$ cat src/rtl/swsfd_pkg.sv
// shared types and constants of the single-wire sensor frame decoder
// no dependencies
`default_nettype none

package swsfd_pkg;

  localparam int FRAME_BITS = 40;
  localparam int FRAME_W    = 40;
  localparam int CNT_W      = $clog2(FRAME_BITS + 1);
  localparam int IVL_W      = 10;
  localparam int BYTE_W     = 8;
  localparam int READ_W     = 4 * BYTE_W;
  localparam int MILLI_W    = 18;
  localparam int CFG_IDX_W  = 2;

  localparam logic [IVL_W-1:0] ONE_MIN_RST  = IVL_W'(110);
  localparam logic [IVL_W-1:0] ONE_MAX_RST  = IVL_W'(130);
  localparam logic [IVL_W-1:0] ZERO_MIN_RST = IVL_W'(65);
  localparam logic [IVL_W-1:0] ZERO_MAX_RST = IVL_W'(90);
  localparam logic [MILLI_W-1:0] MILLI_SCALE = MILLI_W'(1000);

  typedef enum logic [CFG_IDX_W-1:0] {
    CFG_ONE_MIN  = 2'd0,
    CFG_ONE_MAX  = 2'd1,
    CFG_ZERO_MIN = 2'd2,
    CFG_ZERO_MAX = 2'd3
  } cfg_idx_e;

  typedef enum logic [1:0] {
    OP_START   = 2'd0,
    OP_EDGE    = 2'd1,
    OP_TIMEOUT = 2'd2
  } op_e;

  typedef enum logic [1:0] {
    ST_NEW      = 2'd0,
    ST_MISMATCH = 2'd1,
    ST_ERROR    = 2'd2
  } status_e;

  typedef enum logic [2:0] {
    PH_IDLE = 3'd0,
    PH_PRE0 = 3'd1,
    PH_PRE1 = 3'd2,
    PH_DATA = 3'd3,
    PH_DONE = 3'd4,
    PH_ERR  = 3'd5
  } phase_e;

  typedef struct packed {
    logic [IVL_W-1:0] one_min;
    logic [IVL_W-1:0] one_max;
    logic [IVL_W-1:0] zero_min;
    logic [IVL_W-1:0] zero_max;
  } cfg_t;

  typedef struct packed {
    status_e           status;
    logic [READ_W-1:0] readings;
  } res_t;

endpackage

`default_nettype wire

$ cat src/rtl/swsfd_cfg.sv
// interval window registers with plain write port
// depends on swsfd_pkg
`default_nettype none

module swsfd_cfg (
  input  wire logic                            clk_i,
  input  wire logic                            rst_ni,
  input  wire logic                            cfg_we_i,
  input  wire logic [swsfd_pkg::CFG_IDX_W-1:0] cfg_index_i,
  input  wire logic [swsfd_pkg::IVL_W-1:0]     cfg_wdata_i,
  output swsfd_pkg::cfg_t                      cfg_o
);

  swsfd_pkg::cfg_t cfg_q, cfg_d;

  always_comb begin
    cfg_d = cfg_q;
    if (cfg_we_i) begin
      case (swsfd_pkg::cfg_idx_e'(cfg_index_i))
        swsfd_pkg::CFG_ONE_MIN:  cfg_d.one_min  = cfg_wdata_i;
        swsfd_pkg::CFG_ONE_MAX:  cfg_d.one_max  = cfg_wdata_i;
        swsfd_pkg::CFG_ZERO_MIN: cfg_d.zero_min = cfg_wdata_i;
        swsfd_pkg::CFG_ZERO_MAX: cfg_d.zero_max = cfg_wdata_i;
        default: cfg_d = cfg_q;
      endcase
    end
  end

  always_ff @(posedge clk_i or negedge rst_ni) begin
    if (!rst_ni) begin
      cfg_q.one_min  <= swsfd_pkg::ONE_MIN_RST;
      cfg_q.one_max  <= swsfd_pkg::ONE_MAX_RST;
      cfg_q.zero_min <= swsfd_pkg::ZERO_MIN_RST;
      cfg_q.zero_max <= swsfd_pkg::ZERO_MAX_RST;
    end else begin
      cfg_q <= cfg_d;
    end
  end

  assign cfg_o = cfg_q;

endmodule

`default_nettype wire

$ cat src/rtl/swsfd_core.sv
// input register, measurement state machine, bit decode and checksum
// depends on swsfd_pkg
`default_nettype none

module swsfd_core (
  input  wire logic                        clk_i,
  input  wire logic                        rst_ni,
  input  wire logic                        in_valid_i,
  output logic                             in_ready_o,
  input  wire logic [1:0]                  op_i,
  input  wire logic [swsfd_pkg::IVL_W-1:0] interval_us_i,
  input  swsfd_pkg::cfg_t                  cfg_i,
  output logic                             res_valid_o,
  output swsfd_pkg::res_t                  res_o,
  input  wire logic                        res_ready_i
);

  localparam int FW = swsfd_pkg::FRAME_W;
  localparam int BW = swsfd_pkg::BYTE_W;

  logic                          in_valid_q;
  logic [1:0]                    op_q;
  logic [swsfd_pkg::IVL_W-1:0]   ivl_q;

  swsfd_pkg::phase_e             phase_q, phase_d;
  logic [swsfd_pkg::CNT_W-1:0]   bit_cnt_q, bit_cnt_d, cnt_inc;
  logic [FW-1:0]                 frame_q, frame_d, frame_sh;
  logic [swsfd_pkg::READ_W-1:0]  held_q, held_d;
  logic                          held_vld_q, held_vld_d;

  logic       is_one, is_zero, bad, emit, advance;
  logic [BW-1:0] csum;

  assign is_one  = (ivl_q > cfg_i.one_min) && (ivl_q < cfg_i.one_max);
  assign is_zero = (ivl_q > cfg_i.zero_min) && (ivl_q < cfg_i.zero_max);
  assign bad     = !is_one && !is_zero;
  assign frame_sh = {frame_q[FW-2:0], is_one};
  assign cnt_inc  = bit_cnt_q + swsfd_pkg::CNT_W'(1);
  assign csum = frame_sh[2*BW-1:BW] + frame_sh[3*BW-1:2*BW]
              + frame_sh[4*BW-1:3*BW] + frame_sh[5*BW-1:4*BW];

  always_comb begin
    phase_d    = phase_q;
    bit_cnt_d  = bit_cnt_q;
    frame_d    = frame_q;
    held_d     = held_q;
    held_vld_d = held_vld_q;
    emit       = 1'b0;
    res_o.status   = swsfd_pkg::ST_ERROR;
    res_o.readings = '0;
    case (swsfd_pkg::op_e'(op_q))
      swsfd_pkg::OP_START: begin
        phase_d   = swsfd_pkg::PH_PRE0;
        bit_cnt_d = '0;
        frame_d   = '0;
      end
      swsfd_pkg::OP_TIMEOUT: begin
        if (phase_q inside {swsfd_pkg::PH_PRE0, swsfd_pkg::PH_PRE1,
                            swsfd_pkg::PH_DATA, swsfd_pkg::PH_ERR}) begin
          emit       = 1'b1;
          phase_d    = swsfd_pkg::PH_DONE;
          held_d     = '0;
          held_vld_d = 1'b0;
        end
      end
      swsfd_pkg::OP_EDGE: begin
        case (phase_q)
          swsfd_pkg::PH_PRE0: begin
            bit_cnt_d = '0;
            phase_d   = swsfd_pkg::PH_PRE1;
          end
          swsfd_pkg::PH_PRE1: phase_d = swsfd_pkg::PH_DATA;
          swsfd_pkg::PH_DATA: begin
            frame_d   = frame_sh;
            bit_cnt_d = cnt_inc;
            if (cnt_inc == swsfd_pkg::CNT_W'(swsfd_pkg::FRAME_BITS)) begin
              emit    = 1'b1;
              phase_d = swsfd_pkg::PH_DONE;
              if (bad) begin
                held_d     = '0;
                held_vld_d = 1'b0;
              end else if (csum == frame_sh[BW-1:0]) begin
                held_d         = frame_sh[5*BW-1:BW];
                held_vld_d     = 1'b1;
                res_o.status   = swsfd_pkg::ST_NEW;
                res_o.readings = frame_sh[5*BW-1:BW];
              end else begin
                res_o.status   = swsfd_pkg::ST_MISMATCH;
                res_o.readings = held_vld_q ? held_q : '0;
              end
            end else if (bad) begin
              phase_d = swsfd_pkg::PH_ERR;
            end
          end
          default: phase_d = phase_q;
        endcase
      end
      default: phase_d = phase_q;
    endcase
  end

  assign advance     = in_valid_q && (!emit || res_ready_i);
  assign in_ready_o  = !in_valid_q || advance;
  assign res_valid_o = in_valid_q && emit;

  always_ff @(posedge clk_i or negedge rst_ni) begin
    if (!rst_ni) begin
      in_valid_q <= 1'b0;
      phase_q    <= swsfd_pkg::PH_IDLE;
      bit_cnt_q  <= '0;
      frame_q    <= '0;
      held_q     <= '0;
      held_vld_q <= 1'b0;
    end else begin
      if (in_ready_o) begin
        in_valid_q <= in_valid_i;
      end
      if (advance) begin
        phase_q    <= phase_d;
        bit_cnt_q  <= bit_cnt_d;
        frame_q    <= frame_d;
        held_q     <= held_d;
        held_vld_q <= held_vld_d;
      end
    end
  end

  always_ff @(posedge clk_i) begin
    if (in_valid_i && in_ready_o) begin
      op_q  <= op_i;
      ivl_q <= interval_us_i;
    end
  end

endmodule

`default_nettype wire

$ cat src/rtl/swsfd_out.sv
// result register with reading split and milli scaling
// depends on swsfd_pkg
`default_nettype none

module swsfd_out (
  input  wire logic                          clk_i,
  input  wire logic                          rst_ni,
  input  wire logic                          res_valid_i,
  output logic                               res_ready_o,
  input  swsfd_pkg::res_t                    res_i,
  output logic                               out_valid_o,
  input  wire logic                          out_ready_i,
  output logic [1:0]                         status_o,
  output logic [swsfd_pkg::BYTE_W-1:0]       humidity_whole_o,
  output logic [swsfd_pkg::BYTE_W-1:0]       humidity_fraction_o,
  output logic [swsfd_pkg::BYTE_W-1:0]       temperature_whole_o,
  output logic [swsfd_pkg::BYTE_W-1:0]       temperature_fraction_o,
  output logic [swsfd_pkg::MILLI_W-1:0]      humidity_milli_o,
  output logic [swsfd_pkg::MILLI_W-1:0]      temperature_milli_o
);

  localparam int BW = swsfd_pkg::BYTE_W;
  localparam int MW = swsfd_pkg::MILLI_W;

  logic           out_valid_q;
  swsfd_pkg::res_t res_q;
  logic [MW-1:0]  hum_milli_q, hum_milli_d, tmp_milli_q, tmp_milli_d;
  logic           load;

  assign res_ready_o = !out_valid_q || out_ready_i;
  assign load        = res_valid_i && res_ready_o;

  assign hum_milli_d = MW'(res_i.readings[4*BW-1:3*BW]) * swsfd_pkg::MILLI_SCALE
                     + MW'(res_i.readings[3*BW-1:2*BW]);
  assign tmp_milli_d = MW'(res_i.readings[2*BW-1:BW]) * swsfd_pkg::MILLI_SCALE
                     + MW'(res_i.readings[BW-1:0]);

  always_ff @(posedge clk_i or negedge rst_ni) begin
    if (!rst_ni) begin
      out_valid_q <= 1'b0;
    end else if (res_ready_o) begin
      out_valid_q <= res_valid_i;
    end
  end

  always_ff @(posedge clk_i) begin
    if (load) begin
      res_q       <= res_i;
      hum_milli_q <= hum_milli_d;
      tmp_milli_q <= tmp_milli_d;
    end
  end

  assign out_valid_o            = out_valid_q;
  assign status_o               = res_q.status;
  assign humidity_whole_o       = res_q.readings[4*BW-1:3*BW];
  assign humidity_fraction_o    = res_q.readings[3*BW-1:2*BW];
  assign temperature_whole_o    = res_q.readings[2*BW-1:BW];
  assign temperature_fraction_o = res_q.readings[BW-1:0];
  assign humidity_milli_o       = hum_milli_q;
  assign temperature_milli_o    = tmp_milli_q;

endmodule

`default_nettype wire

$ cat src/rtl/single_wire_sensor_frame_decoder_top.sv
// top level of the single-wire sensor frame decoder
// depends on swsfd_pkg, swsfd_cfg, swsfd_core, swsfd_out
//
//   channel   handshake                 payload
//   in        in_valid_i / in_ready_o   op_i, interval_us_i
//   out       out_valid_o / out_ready_i status_o, readings, milli values
//   cfg       cfg_we_i                  cfg_index_i, cfg_wdata_i
//
// one request per cycle unless a result is stalled at the output
// path: input register, window compare and checksum, result register
// reset clears state, held readings and both valid flags; windows return to defaults
// while a result waits, a request that makes a result is held in the input register
`default_nettype none

module single_wire_sensor_frame_decoder_top (
  input  wire logic                            clk_i,
  input  wire logic                            rst_ni,
  input  wire logic                            in_valid_i,
  output logic                                 in_ready_o,
  input  wire logic [1:0]                      op_i,
  input  wire logic [swsfd_pkg::IVL_W-1:0]     interval_us_i,
  output logic                                 out_valid_o,
  input  wire logic                            out_ready_i,
  output logic [1:0]                           status_o,
  output logic [swsfd_pkg::BYTE_W-1:0]         humidity_whole_o,
  output logic [swsfd_pkg::BYTE_W-1:0]         humidity_fraction_o,
  output logic [swsfd_pkg::BYTE_W-1:0]         temperature_whole_o,
  output logic [swsfd_pkg::BYTE_W-1:0]         temperature_fraction_o,
  output logic [swsfd_pkg::MILLI_W-1:0]        humidity_milli_o,
  output logic [swsfd_pkg::MILLI_W-1:0]        temperature_milli_o,
  input  wire logic                            cfg_we_i,
  input  wire logic [swsfd_pkg::CFG_IDX_W-1:0] cfg_index_i,
  input  wire logic [swsfd_pkg::IVL_W-1:0]     cfg_wdata_i
);

  swsfd_pkg::cfg_t cfg;
  swsfd_pkg::res_t res;
  logic            res_valid, res_ready;

  swsfd_cfg u_cfg (
    .clk_i       (clk_i),
    .rst_ni      (rst_ni),
    .cfg_we_i    (cfg_we_i),
    .cfg_index_i (cfg_index_i),
    .cfg_wdata_i (cfg_wdata_i),
    .cfg_o       (cfg)
  );

  swsfd_core u_core (
    .clk_i         (clk_i),
    .rst_ni        (rst_ni),
    .in_valid_i    (in_valid_i),
    .in_ready_o    (in_ready_o),
    .op_i          (op_i),
    .interval_us_i (interval_us_i),
    .cfg_i         (cfg),
    .res_valid_o   (res_valid),
    .res_o         (res),
    .res_ready_i   (res_ready)
  );

  swsfd_out u_out (
    .clk_i                  (clk_i),
    .rst_ni                 (rst_ni),
    .res_valid_i            (res_valid),
    .res_ready_o            (res_ready),
    .res_i                  (res),
    .out_valid_o            (out_valid_o),
    .out_ready_i            (out_ready_i),
    .status_o               (status_o),
    .humidity_whole_o       (humidity_whole_o),
    .humidity_fraction_o    (humidity_fraction_o),
    .temperature_whole_o    (temperature_whole_o),
    .temperature_fraction_o (temperature_fraction_o),
    .humidity_milli_o       (humidity_milli_o),
    .temperature_milli_o    (temperature_milli_o)
  );

endmodule

`default_nettype wire

$ cat config.mk
export PLATFORM = sky130hd
export DESIGN_NAME = single_wire_sensor_frame_decoder_top
export DESIGN_NICKNAME = d
export VERILOG_FILES = /design/src/rtl/swsfd_pkg.sv /design/src/rtl/swsfd_cfg.sv /design/src/rtl/swsfd_core.sv /design/src/rtl/swsfd_out.sv /design/src/rtl/single_wire_sensor_frame_decoder_top.sv
export SDC_FILE = /design/constraint.sdc
export NUM_CORES = 1
export LEC_CHECK = 0
export ABC_AREA = 0
export BUFFER_PORTS_ARGS = -buffer_cell sky130_fd_sc_hd__buf_2
export CELL_PAD_IN_SITES_DETAIL_PLACEMENT = 1
export CELL_PAD_IN_SITES_GLOBAL_PLACEMENT = 2
export CORE_ASPECT_RATIO = 1.4
export CORE_MARGIN = 3
export CORE_UTILIZATION = 45
export CTS_BUF_LIST = sky130_fd_sc_hd__clkbuf_8 sky130_fd_sc_hd__clkbuf_16
export DETAILED_ROUTE_END_ITERATION = 10
export PLACE_DENSITY_LB_ADDON = 0.1
export SETUP_SLACK_MARGIN = 0.1
export SLEW_MARGIN = 30
export SYNTH_ARGS = -nofsm -noshare
export SYNTH_HDL_FRONTEND = slang
export SYNTH_HIERARCHICAL = 1
export SYNTH_SLANG_ARGS = --single-unit
$ cat constraint.sdc
create_clock -name clk_i -period 16.95 [get_ports clk_i]
set_clock_uncertainty 0.15 [all_clocks]
set_input_delay 0.8475 -clock clk_i [delete_from_list [all_inputs] [get_ports clk_i]]
set_output_delay 0.8475 -clock clk_i [all_outputs]
set_load 0.03 [all_outputs]
* Yosys cells after proc, flatten, opt, wreduce, memory -nomap -nowiden
Index checks and enable logic that the tools add are counted.
** Operators by class
- $mul :: 2
- Eq/ne operators :: 18
- Magnitude comparators :: 4
- Bitwise gates (word level) :: 3
- Div/mod/pow operators :: 0
- Add/sub/neg operators :: 6
- Multiplexer cells :: 31
- Reduce and logical (&&, ||, !) cells :: 30
- Shift operators :: 0
** Operators with widths (number)
- 32-bit two-way mux :: 10
- 39-bit case mux with 2 select lines :: 1
- 32-bit case mux with 2 select lines :: 1
- 39-bit two-way mux :: 1
- 18-bit by 8-bit adder with 18-bit output :: 2
- 33-bit two-way mux :: 1
- 8-bit by 7-bit multiplier with 15-bit output, second input constant :: 2
- 8-bit adder :: 3
- 6-bit case mux with 2 select lines :: 2
- 10-bit greater-than comparator :: 2
- 10-bit < comparator :: 2
- 3-bit case mux with 3 select lines :: 2
- 3-bit two-way mux :: 3
- 8-bit equality test :: 1
- 1-bit two-way mux :: 8
- 2-bit AND reduction :: 4
- 1-bit logical AND :: 7
- 6-bit by 1-bit adder with 6-bit output, second input constant :: 1
- 2-bit equality test, second input constant :: 3
- 3-bit by 2-bit equality test with 1-bit output, second input constant :: 2
- 6-bit equality test, second input constant :: 1
- 2-bit by 1-bit inequality test with 1-bit output, second input constant :: 3
- 3-bit by 1-bit inequality test with 1-bit output, second input constant :: 2
- 3-bit AND reduction :: 2
- 16 further kinds :: 28
** Word-level totals
- Input bits :: 29
- Memories kept :: 0
- Bits in latches :: 0
- ROM bits :: 0
- Logic and storage cells :: 111
- Output and inout bits :: 72
- Register bits :: 205
- Memory bits (writable) :: 0

* Logic depth before layout (Yosys ltp)
Gate-level depths: netlist of the first run.
- Depth in word-level cells :: 11
- Mapped depth :: 32
- Mapped depth without buffers :: 29

* Hierarchy
Netlist of the first run, hierarchy kept.
** Modules (own cells, without submodules)
- swsfd_core :: cells an instance 588, area an instance 5913.2 um^2, times used 1, sequential area each 2412.3 um^2
- swsfd_out :: cells an instance 503, area an instance 5803.1 um^2, times used 1, sequential area each 1946.9 um^2
- swsfd_cfg :: cells an instance 87, area an instance 1614.0 um^2, times used 1, sequential area each 1017.2 um^2

* Least setup slack after synthesis of the first run
OpenSTA, ideal clock, no wires.
- Path kind :: reg-to-reg
- Start point :: reg u_core.frame_q[8]
- End point :: reg u_out.hum_milli_q[16], in the netlist u_out/humidity_milli_o[16] (data pin)
- Required time :: 16.536 ns
- Cell stages (with the launch flop) :: 31
- Arrival :: 7.924 ns
- Buffers on the path :: 3
- Library setup time :: 0.264 ns
- Clock period less this slack :: 8.337 ns
- Path slack :: 8.613 ns
- Cell sequence :: dfrtp_1 > fa_1 > inv_1 > fa_1 > inv_1 > ha_1 > inv_1 > fa_1 > nand3b_1 > nand2_1 > xnor2_1 > a2111o_1 > nor4b_4 > buf_2 > buf_2 > nand2_1 > a21oi_1 > inv_1 > fa_1 > fa_1 > fa_1 > fa_1 > inv_1 > ha_1 > clkbuf_1 > a311o_1 > nand2b_4 > a41oi_4 > mux2i_1 > and2_2 > xnor2_1
** RTL lines
- start, declared :: line swsfd_core.sv:27 : logic [FW-1:0] frame_q, frame_d, frame_sh;
- start signal, assigned :: line swsfd_core.sv:121 : frame_q <= frame_d;
- end signal, assigned :: line swsfd_out.sv:49 : hum_milli_q <= hum_milli_d;
- end, declared :: line swsfd_out.sv:27 : logic [MW-1:0] hum_milli_q, hum_milli_d, tmp_milli_q, tmp_milli_d;

==> flow_summary.yaml, run 1 <==
critical_path:
  critPathKind: "reg2reg"
  cp_slowest_cell: "fa_1"
  max_stage_delay_ns: 0.63
  worst_ep_required_time_ns: 17.00
  arrival_ns: 9.36
  start_kind: "flop"
  cpMostUsedCell: "fa_1"
  endpoint_kind: "flop"
  worstPathMaxFanout: 68
clock_network:
  cts_tree: "built"
  post_cts_buffers: 0
  cts_buffer_depth: 2
  cts_buffers: 17
  cts_htree_levels: 4
  clockRootBuffer: "clkbuf_16"
  clk_latency_ns: 0.45
  cts_resized: 0
  cts_sinks: 199
  clk_pin_slew_ns: 0.07
  cts_hold_buf: 0
yosys:
  synth_top_family_by_area: "adder cells"
  yosys.area_share.adder_pct: 21.7
  synthArstFlopShare_pct: 61.8
  ys_seq_area_share_pct: 40.3
  avgSynthCellArea_um2: 11.3
  synth_simple_gate_area_share_pct: 9.23
  synthXorXnorAreaFrac_pct: 4.15
  synth_compound_area_share_pct: 14.2
  yosysWarnings: 6
  synth_cell_type_count: 83
  muxShareOfSynthArea_pct: 4.41
  synth_enable_flop_cells: 76
  syn-instance-count: 1178
  synth_fp_nets: 1403
  ys.flop_type: "dfrtp_1"
  ys_ff_latch: 199
  netlist_area_mm2: 0.0133
sta:
  slew_viol_final: 0
  slew_headroom_pct: 33.9
  worstMarginPinSlew_ns: 0.988
  min_period_ns: 9.31
  setup_viol: 0
  worst_hold_slack_ns: 0.214
  fmax_mhz: 107
  period_share_pct: 54.9
  setup_tns_ns: 0
  rsz0062_at_grt: "no"
  hold_viol_final: 0
global_route:
  grt_pass1_wl_um: 53400
  overflow: 0
  antenna_found_initial: 0
  grt_max_degree: 69
  grt_pass1_vias: 10059
  grt.total_usage_pct: 21.4
pwr:
  clockPowerShare_pct: 35.9
  p_per_area_mw_per_mm2: 78.6
  p_sw_uw: 331
  p_seq_share_pct: 47.5
  power.leakage_uw: 0.00715
  finalPower_uw: 1160
  p_comb_share_pct: 16.7
  ir_drop_mv: 0.0543
  internal-power_uw: 831
  sw_frac_of_total_pct: 28.5
layout:
  drive_gt1_share_pct: 17.2
  syn_to_final_growth_pct: 11.0
  mostFrequentLayoutCell: "inv_1"
  layout_common_cells: "inv_1 (149), ha_1 (138), dfrtp_1 (110)"
  final_nets: 1488
  n_antenna_cell: 0
  fillers: 3132
routing:
  wire_per_inst_um: 19.4
  drt-initial-drc-count: 345
  vias: 9143
  first_pass_iters: 4
  postRouteAntennaNets: 0
  viasPerCell: 5.54
  wl_um: 32100
  drc: 0
outcome:
  outcome: "complete, no violations"
placement:
  gp_congestion: 0.808
  portBuffers: 100
  place_hpwl_um: 23700
die:
  die_y_um: 210
  io_pins: 101
  num_rows: 73
  core_area_mm2: 0.0288
  die_w_um: 151
  start_util_pct: 46.3
  die_area_mm2: 0.0318
worst_hold_path:
  hp-class: "in2async"
job:
  cap_violations: 0
synth_stat cells, drive strengths merged (13+ instances only):
library cell	number	area share (%)
nand2	59	1.7
fa	58	8.7
buf	24	1.2
clkbuf	22	0.62
dfrtp	110	21
nor3	13	0.49
nor2b	15	0.70
nor2	35	0.99
ha	138	13
a21oi	69	2.6
o21ai	34	1.3
nand3b	37	2.1
nand3	13	0.53
xnor2	44	2.9
mux2	42	4.1
edfxtp	76	17
dfstp	13	2.6
inv	148	4.2
xor2	14	0.92
a22o	74	4.9
worst max-delay path, delay by kind of cell (launching register included):
| kind | cells | cell delay, ns |
|---|---|---|
| adder cells (fa/ha/maj) | 9 | 3.92 |
| XOR/XNOR | 3 | 0.40 |
| AO/OA/AOI/OAI | 5 | 2.12 |
| flip-flops | 1 | 0.44 |
| buffers and inverters | 6 | 1.03 |
| AND/OR/NAND/NOR | 6 | 0.97 |
layout make-up:
cell class / instances / area, um2 / area share (%)
Clock buffer: 18 / 439 / 2.97
Timing Repair Buffer: 112 / 623 / 4.21
Clock inverter: 14 / 148 / 0.998
Sequential cell: 199 / 5380 / 36.3
Tap cell: 375 / 469 / 3.17
Inverter: 148 / 556 / 3.76
Multi-Input combinational cell: 785 / 7180 / 48.6
sequential cells by signal, indices dropped and copies added, names as in the netlist, 2 cells and up:
name / count
u_out/humidity_milli_o: 15
u_out/temperature_whole_o: 8
u_core/phase_q: 3
u_out/humidity_fraction_o: 8
u_cfg/cfg_o: 40
u_out/temperature_fraction_o: 8
u_core/op_q: 2
u_core/frame_q: 39
u_out/humidity_whole_o: 8
u_core/held_q: 32
u_out/status_o: 2
u_out/temperature_milli_o: 15
u_core/ivl_q: 10
u_core/bit_cnt_q: 6
logic make-up (layout without fill, tap and decap cells):
family                     count (synthesis)  in the layout
AOI/OAI and AO/OA                        261            261
xor gates and xnor gates                  60             60
adders and majority gates                196            196
buffers and inverters                    194            292
DFF                                      199            199
muxes                                     46             46
and+or+nand+nor                          222            222
stage by stage:
step | cells | setup slack (ns) | instance area (um2) | utilization, %
floorplan | 1178 | 8.61 | 13300 | -
global placement | 1616 | 7.60 | 14100 | 49.2
detailed placement | 1617 | 7.53 | 14200 | 49.3
CTS | 1649 | 7.53 | 14800 | 51.3
global route | 1651 | 7.06 | 14800 | 51.4
finish | 1651 | 7.64 | 14800 | 51.4
routing by layer:
metal	wire [um]	vias to the layer above	track usage [%]	share of wire (%)
li1	-	4330	-	-
met1	13500	4691	26.3	42
met2	17300	96	38.9	54
met3	702	26	2.72	2.2
met4	487	0	5.76	1.5
met5	0	-	0	0
power groups by stage:
stage	clock [uW]	combinational (uW)	sequential, uW
after floorplan	0	133	559
after global placement	0	190	560
after detailed placement	0	195	561
after CTS	430	196	552
after global routing	449	215	556
final	417	194	552
path summary, 6_finish.rpt:
kind                       cells past startpoint  slack [ns]                             from                                   end
setup reg to reg                              29        7.64    u_core/frame_q[8]$_DFFE_PN0P_  u_out/humidity_milli_o[17]$_DFFE_PP_
hold reg to reg                                1        0.35  u_core/bit_cnt_q[5]$_DFFE_PN0P_       u_core/bit_cnt_q[5]$_DFFE_PN0P_
hold / removal                                 1        0.21                           rst_ni            u_cfg/cfg_o[2]$_DFFE_PN0P_
min in group clk_i                             1        0.35  u_core/bit_cnt_q[5]$_DFFE_PN0P_       u_core/bit_cnt_q[5]$_DFFE_PN0P_
setup / recovery                              29        7.64    u_core/frame_q[8]$_DFFE_PN0P_  u_out/humidity_milli_o[17]$_DFFE_PP_
max in group asynchronous                      3       14.86                           rst_ni         u_out/out_valid_o$_DFFE_PN0N_
(Power assumes the default switching activity.)
==> run 2, diff against run 1 <==
- ABC_AREA: 0 -> 1
- CORE_UTILIZATION: 45 -> 37
- clock period: 16.95 -> 9.25 ns (I/O delays scaled with it)
==> flow_summary.yaml, run 2 <==
outcome:
  outcome: "complete, no violations"
critical_path:
  arrival_ns: 8.34
  reg2reg_depth: 36
  endpoint_kind: "flop"
  critPathKind: "reg2reg"
  max_stage_delay_ns: 0.61
  start_kind: "flop"
  worst_ep_required_time_ns: 9.31
  rrSetupSlack_ns: 0.97
  cp_slowest_cell: "fa_1"
  worstPathMaxFanout: 24
  cpMostUsedCell: "nand2_1"
worst_hold_path:
  hp-class: "in2reg"
  min_path_cells: 1
sta:
  slew_headroom_pct: 38.7
  setup_viol: 0
  hold_viol_final: 0
  rsz0062_at_grt: "no"
  fmax_mhz: 121
  setup_tns_ns: 0
  min_period_ns: 8.28
  worstMarginPinSlew_ns: 0.920
  period_share_pct: 89.5
  setup_ws_ns: 0.972
  slew_viol_final: 0
clock_network:
  clockRootBuffer: "clkbuf_16"
  cts_tree: "built"
  cts_sinks: 199
  cts_hold_buf: 1
  clk_latency_ns: 0.45
  cts_buffer_depth: 2
  cts_buffers: 17
  cts_resized: 0
  cts_htree_levels: 4
  post_cts_buffers: 0
  clk_pin_slew_ns: 0.07
layout:
  fillers: 4768
  regArea_mm2: 0.00538
  mostFrequentLayoutCell: "nand2_1"
  drive_gt1_share_pct: 11.2
  largest_register_ffs: 40
  n_antenna_cell: 0
  multi_input_area_mm2: 0.00783
  syn_to_final_growth_pct: 10.4
  layout_common_cells: "nand2_1 (568), inv_1 (267), nand3_1 (146)"
  final_nets: 2100
routing:
  drc: 0
  vias: 11703
  wire_per_inst_um: 16.4
  drt-initial-drc-count: 413
  postRouteAntennaNets: 0
  first_pass_iters: 6
  wl_um: 39400
  viasPerCell: 4.86
die:
  die_y_um: 241
  num_rows: 85
  io_pins: 101
  die_area_mm2: 0.0419
  start_util_pct: 37.7
  die_w_um: 174
  core_area_mm2: 0.0387
yosys:
  synth.most_common_cell: "nand2_1"
  yosysTopAreaCellShare_pct: 18.9
  synth_enable_flop_cells: 76
  yosysTopAreaCell: "dfrtp_1"
  syn-instance-count: 1799
  synth_fp_nets: 2024
  ys.flop_type: "dfrtp_1"
  netlist_area_mm2: 0.0146
  synth.top_cells.by_area: "dfrtp_1 (19%), edfxtp_1 (16%), nand2_1 (15%)"
  ys_ff_latch: 199
  yosysWarnings: 6
  synthArstFlopShare_pct: 61.8
  ys_seq_area_share_pct: 36.8
  avgSynthCellArea_um2: 8.11
  synthTopCellsByCount: "nand2_1 (568), inv_1 (265), nand3_1 (146)"
  synth_cell_type_count: 43
placement:
  gp_congestion: 0.800
  dp_slack_ns: 0.923
  place_hpwl_um: 30200
  portBuffers: 100
global_route:
  overflow: 0
  grt_pass1_vias: 12909
  grt_max_degree: 73
  antenna_found_initial: 0
  grt_pass1_wl_um: 65900
  grt.total_usage_pct: 19.6
pwr:
  ir_drop_mv: 0.101
  p_per_area_mw_per_mm2: 127
  power.leakage_uw: 0.00852
job:
  cap_violations: 0
## run 2: changes by cell type in the layout (fill, tap and decap cells not counted), moves of 11 or more
| cell | previous run | this run |
|---|---|---|
| nand2_1 | 59 | 568 |
| nand3_1 | 12 | 146 |
| inv_1 | 149 | 267 |
| nor2_1 | 35 | 124 |
| a22o_1 | 74 | 0 |
| nand4_1 | 9 | 48 |
| a21oi_1 | 67 | 37 |
| nand3b_1 | 37 | 8 |
| xnor2_1 | 44 | 16 |
| mux2_2 | 22 | 0 |
| mux2_4 | 20 | 0 |
| nor2b_1 | 15 | 0 |
| nand3_2 | 1 | 12 |
## run 2: logic make-up after synthesis
family	synth area share (%)
AO/OA/AOI/OAI	3.46
buffers and inverters	9.64
AND/OR/NAND/NOR	28.4
flip-flops	36.8
adder cells (fa/ha/maj)	19.8
XOR/XNOR	1.91
## run 2: final timing paths
| path | start | endpoint |
|---|---|---|
| worst max-delay path | u_core/frame_q[8]$_DFFE_PN0P_ | u_out/humidity_milli_o[17]$_DFFE_PP_ |
| max in group asynchronous | rst_ni | u_core/held_q[27]$_DFFE_PN0P_ |
| min in group asynchronous | rst_ni | u_cfg/cfg_o[38]$_DFFE_PN0P_ |
| worst min-delay path | interval_us_i[2] | u_core/ivl_q[2]$_DFFE_PP_ |
| worst max register to register | u_core/frame_q[8]$_DFFE_PN0P_ | u_out/humidity_milli_o[17]$_DFFE_PP_ |
| worst min register to register | u_cfg/cfg_o[32]$_DFFE_PN1P_ | u_cfg/cfg_o[32]$_DFFE_PN1P_ |
## run 2: metal layers
layer,GRT usage (%),up-vias,wire (um)
met1,21.2,5711,15900
met2,39.7,120,22100
met3,2.22,34,670
met5,0,-,0
li1,-,5838,-
met4,5.37,0,766
## run 2: power by group
| part | switching, uW | internal, uW |
|---|---|---|
| combinational | 213 | 87.3 |
| clock | 355 | 404 |
| sequential | 24.2 | 959 |
## run 2: worst max-delay path, delay by kind of cell, from the launching register on
kind                       cells  cell delay (ns)
DFF                            1             0.44
buffers and inverters          7             0.64
and+or+nand+nor               20             2.81
adders and majority gates      9             4.00
## run 2: layout make-up
type                    count  share of cell area (%)
repair buffers            118                    4.12
clock inverters            14                   0.831
multi-input cells        1269                    48.6
flip-flops and latches    199                    33.4
well taps                 522                    4.05
inverters                 270                    6.29
clock buffers              18                    2.73
## run 2: per-stage QoR
stage                     cell area [um2]  std cells  util, %  hold slack, ns  power, uW
final                               16100       2410     41.6          0.0321       2040
after global routing                16100       2410     41.6        0.000158       2160
after detailed placement            15500       2376     40.0           0.304       1310
after global placement              15500       2376     40.0           0.303       1300
after CTS                           16100       2409     41.6        0.000182       2080
after floorplan                     14600       1799        -          0.0169       1210
==> run 3, diff against run 2 <==
- CORE_ASPECT_RATIO: 1.4 -> 0.75
- GPL_ROUTABILITY_DRIVEN: unset -> 0
==> flow_summary.yaml, run 3 (synthesized netlist as in run 2, its figures left out) <==
outcome:
  outcome: "complete, no violations"
critical_path:
  reg2reg_depth: 36
  start_kind: "flop"
  endpoint_kind: "flop"
  crit_end: "u_out/humidity_milli_o[17]$_DFFE_PP_"
  max_stage_delay_ns: 0.56
  crit_start: "u_core/frame_q[8]$_DFFE_PN0P_"
  worst_ep_required_time_ns: 9.33
  rr_endpoint: "u_out/humidity_milli_o[17]$_DFFE_PP_"
  rrSetupSlack_ns: 0.85
  cp_slowest_cell: "fa_1"
  worstPathMaxFanout: 28
  critPathKind: "reg2reg"
  arrival_ns: 8.48
  rr_startpoint: "u_core/frame_q[8]$_DFFE_PN0P_"
  cpMostUsedCell: "nand2_1"
clock_network:
  clk_pin_slew_ns: 0.08
  clockRootBuffer: "clkbuf_16"
  cts_resized: 0
  cts_buffer_depth: 2
  cts_htree_levels: 4
  cts_sinks: 199
  clk_latency_ns: 0.46
  cts_tree: "built"
  cts_buffers: 17
die:
  die_area_mm2: 0.0419
  io_pins: 101
  die_y_um: 178
  core_area_mm2: 0.0386
  num_rows: 62
  die_w_um: 235
  start_util_pct: 37.8
placement:
  portBuffers: 100
  dp_cells: 2371
  place_hpwl_um: 31500
routing:
  first_pass_iters: 5
  wl_um: 41900
  viasPerCell: 4.90
  vias: 11835
  drt-initial-drc-count: 655
  drc: 0
  postRouteAntennaNets: 0
  wire_per_inst_um: 17.4
sta:
  min_period_ns: 8.40
  rsz0062_at_grt: "no"
  period_share_pct: 90.8
  slew_viol_final: 0
  setup_viol: 0
  setup_tns_ns: 0
  slew_headroom_pct: 37.4
  hold_viol_final: 0
  fmax_mhz: 119
  worstMarginPinSlew_ns: 0.938
worst_hold_path:
  hold_start: "interval_us_i[1]"
  min_path_cells: 1
  hp-class: "in2reg"
job:
  cap_violations: 0
layout:
  largest_register_ffs: 40
  mostFrequentLayoutCell: "nand2_1"
  syn_to_final_growth_pct: 11.4
  layout_common_cells: "nand2_1 (568), inv_1 (266), nand3_1 (146)"
  final_nets: 2113
  fillers: 4727
  fin_cells: 2413
  drive_gt1_share_pct: 11.4
  n_antenna_cell: 0
pwr:
  power.leakage_uw: 0.00858
  p_per_area_mw_per_mm2: 128
  ir_drop_mv: 0.133
  finalPower_uw: 2080
global_route:
  antenna_found_initial: 0
  overflow: 0
  grt_max_degree: 58
  grt_pass1_wl_um: 68700
  grt_pass1_vias: 12229
  grt.total_usage_pct: 20.7
-- run 3: changes by cell type in the layout (fill, tap and decap cells not counted), sizes merged --
| cell | delta |
|---|---|
| inv | +3 |
| buf | +5 |
| clkinv | -2 |
| bufinv | -1 |
| dlygate4sd3 | +8 |
-- run 3: worst min-delay path by stage --
stage	endpoint	slack [ns]
after floorplan	u_cfg/cfg_o[0]$_DFFE_PN0P_	0.02
after global placement	u_cfg/cfg_o[21]$_DFFE_PN1P_	0.30
after detailed placement	u_cfg/cfg_o[22]$_DFFE_PN0P_	0.26
after CTS	u_core/ivl_q[1]$_DFFE_PP_	0.002
after global routing	u_core/ivl_q[1]$_DFFE_PP_	0.0005
final	u_core/ivl_q[1]$_DFFE_PP_	0.03
-- run 3: what timing repair did --
| action | in CTS | in global routing |
|---|---|---|
| hold buffers | 8 | 1 |
| setup buffers | 0 | 0 |
| endpoints found under the hold margin | 25 | 1 |
-- run 3: per-layer routing --
metal | wire, um | global-route usage [%] | share of wire, %
met5 | 0 | 0 | 0
met3 | 1060 | 3.21 | 2.5
met2 | 17500 | 30.9 | 42
met1 | 23100 | 32.3 | 55
met4 | 239 | 2.94 | 0.57
-- run 3: power by group --
part	internal [uW]	total (uW)	switching [uW]
clock	396	775	379
sequential	958	985	26.7
combinational	91.2	316	225
-- run 3: critical path, delay by kind of cell, from the launching register on --
family                   cells  cell delay (ns)
buffers and inverters        8             0.88
XOR/XNOR                     1             0.16
adder cells (fa/ha/maj)      9             4.04
flip-flops                   1             0.44
AND/OR/NAND/NOR             18             2.46
-- run 3: area by class of cell --
type / count / area (um2) / share of cell area [%]
clock buffers: 18 / 450 / 2.77
flip-flops and latches: 199 / 5380 / 33.1
repair buffers: 131 / 798 / 4.91
well taps: 512 / 641 / 3.94
inverters: 270 / 1010 / 6.24
clock inverters: 14 / 140 / 0.862
multi-input cells: 1269 / 7830 / 48.2
-- run 3: per-stage QoR --
stage	hold slack [ns]	util (%)	setup WS, ns	cell area [um2]
after detailed placement	0.263	40.2	0.861	15500
final	0.0308	42.1	0.847	16300
after global routing	0.000486	42.1	0.110	16300
after CTS	0.00241	42.0	0.856	16200
after floorplan	0.0169	-	1.87	14600
after global placement	0.301	40.2	1.08	15500
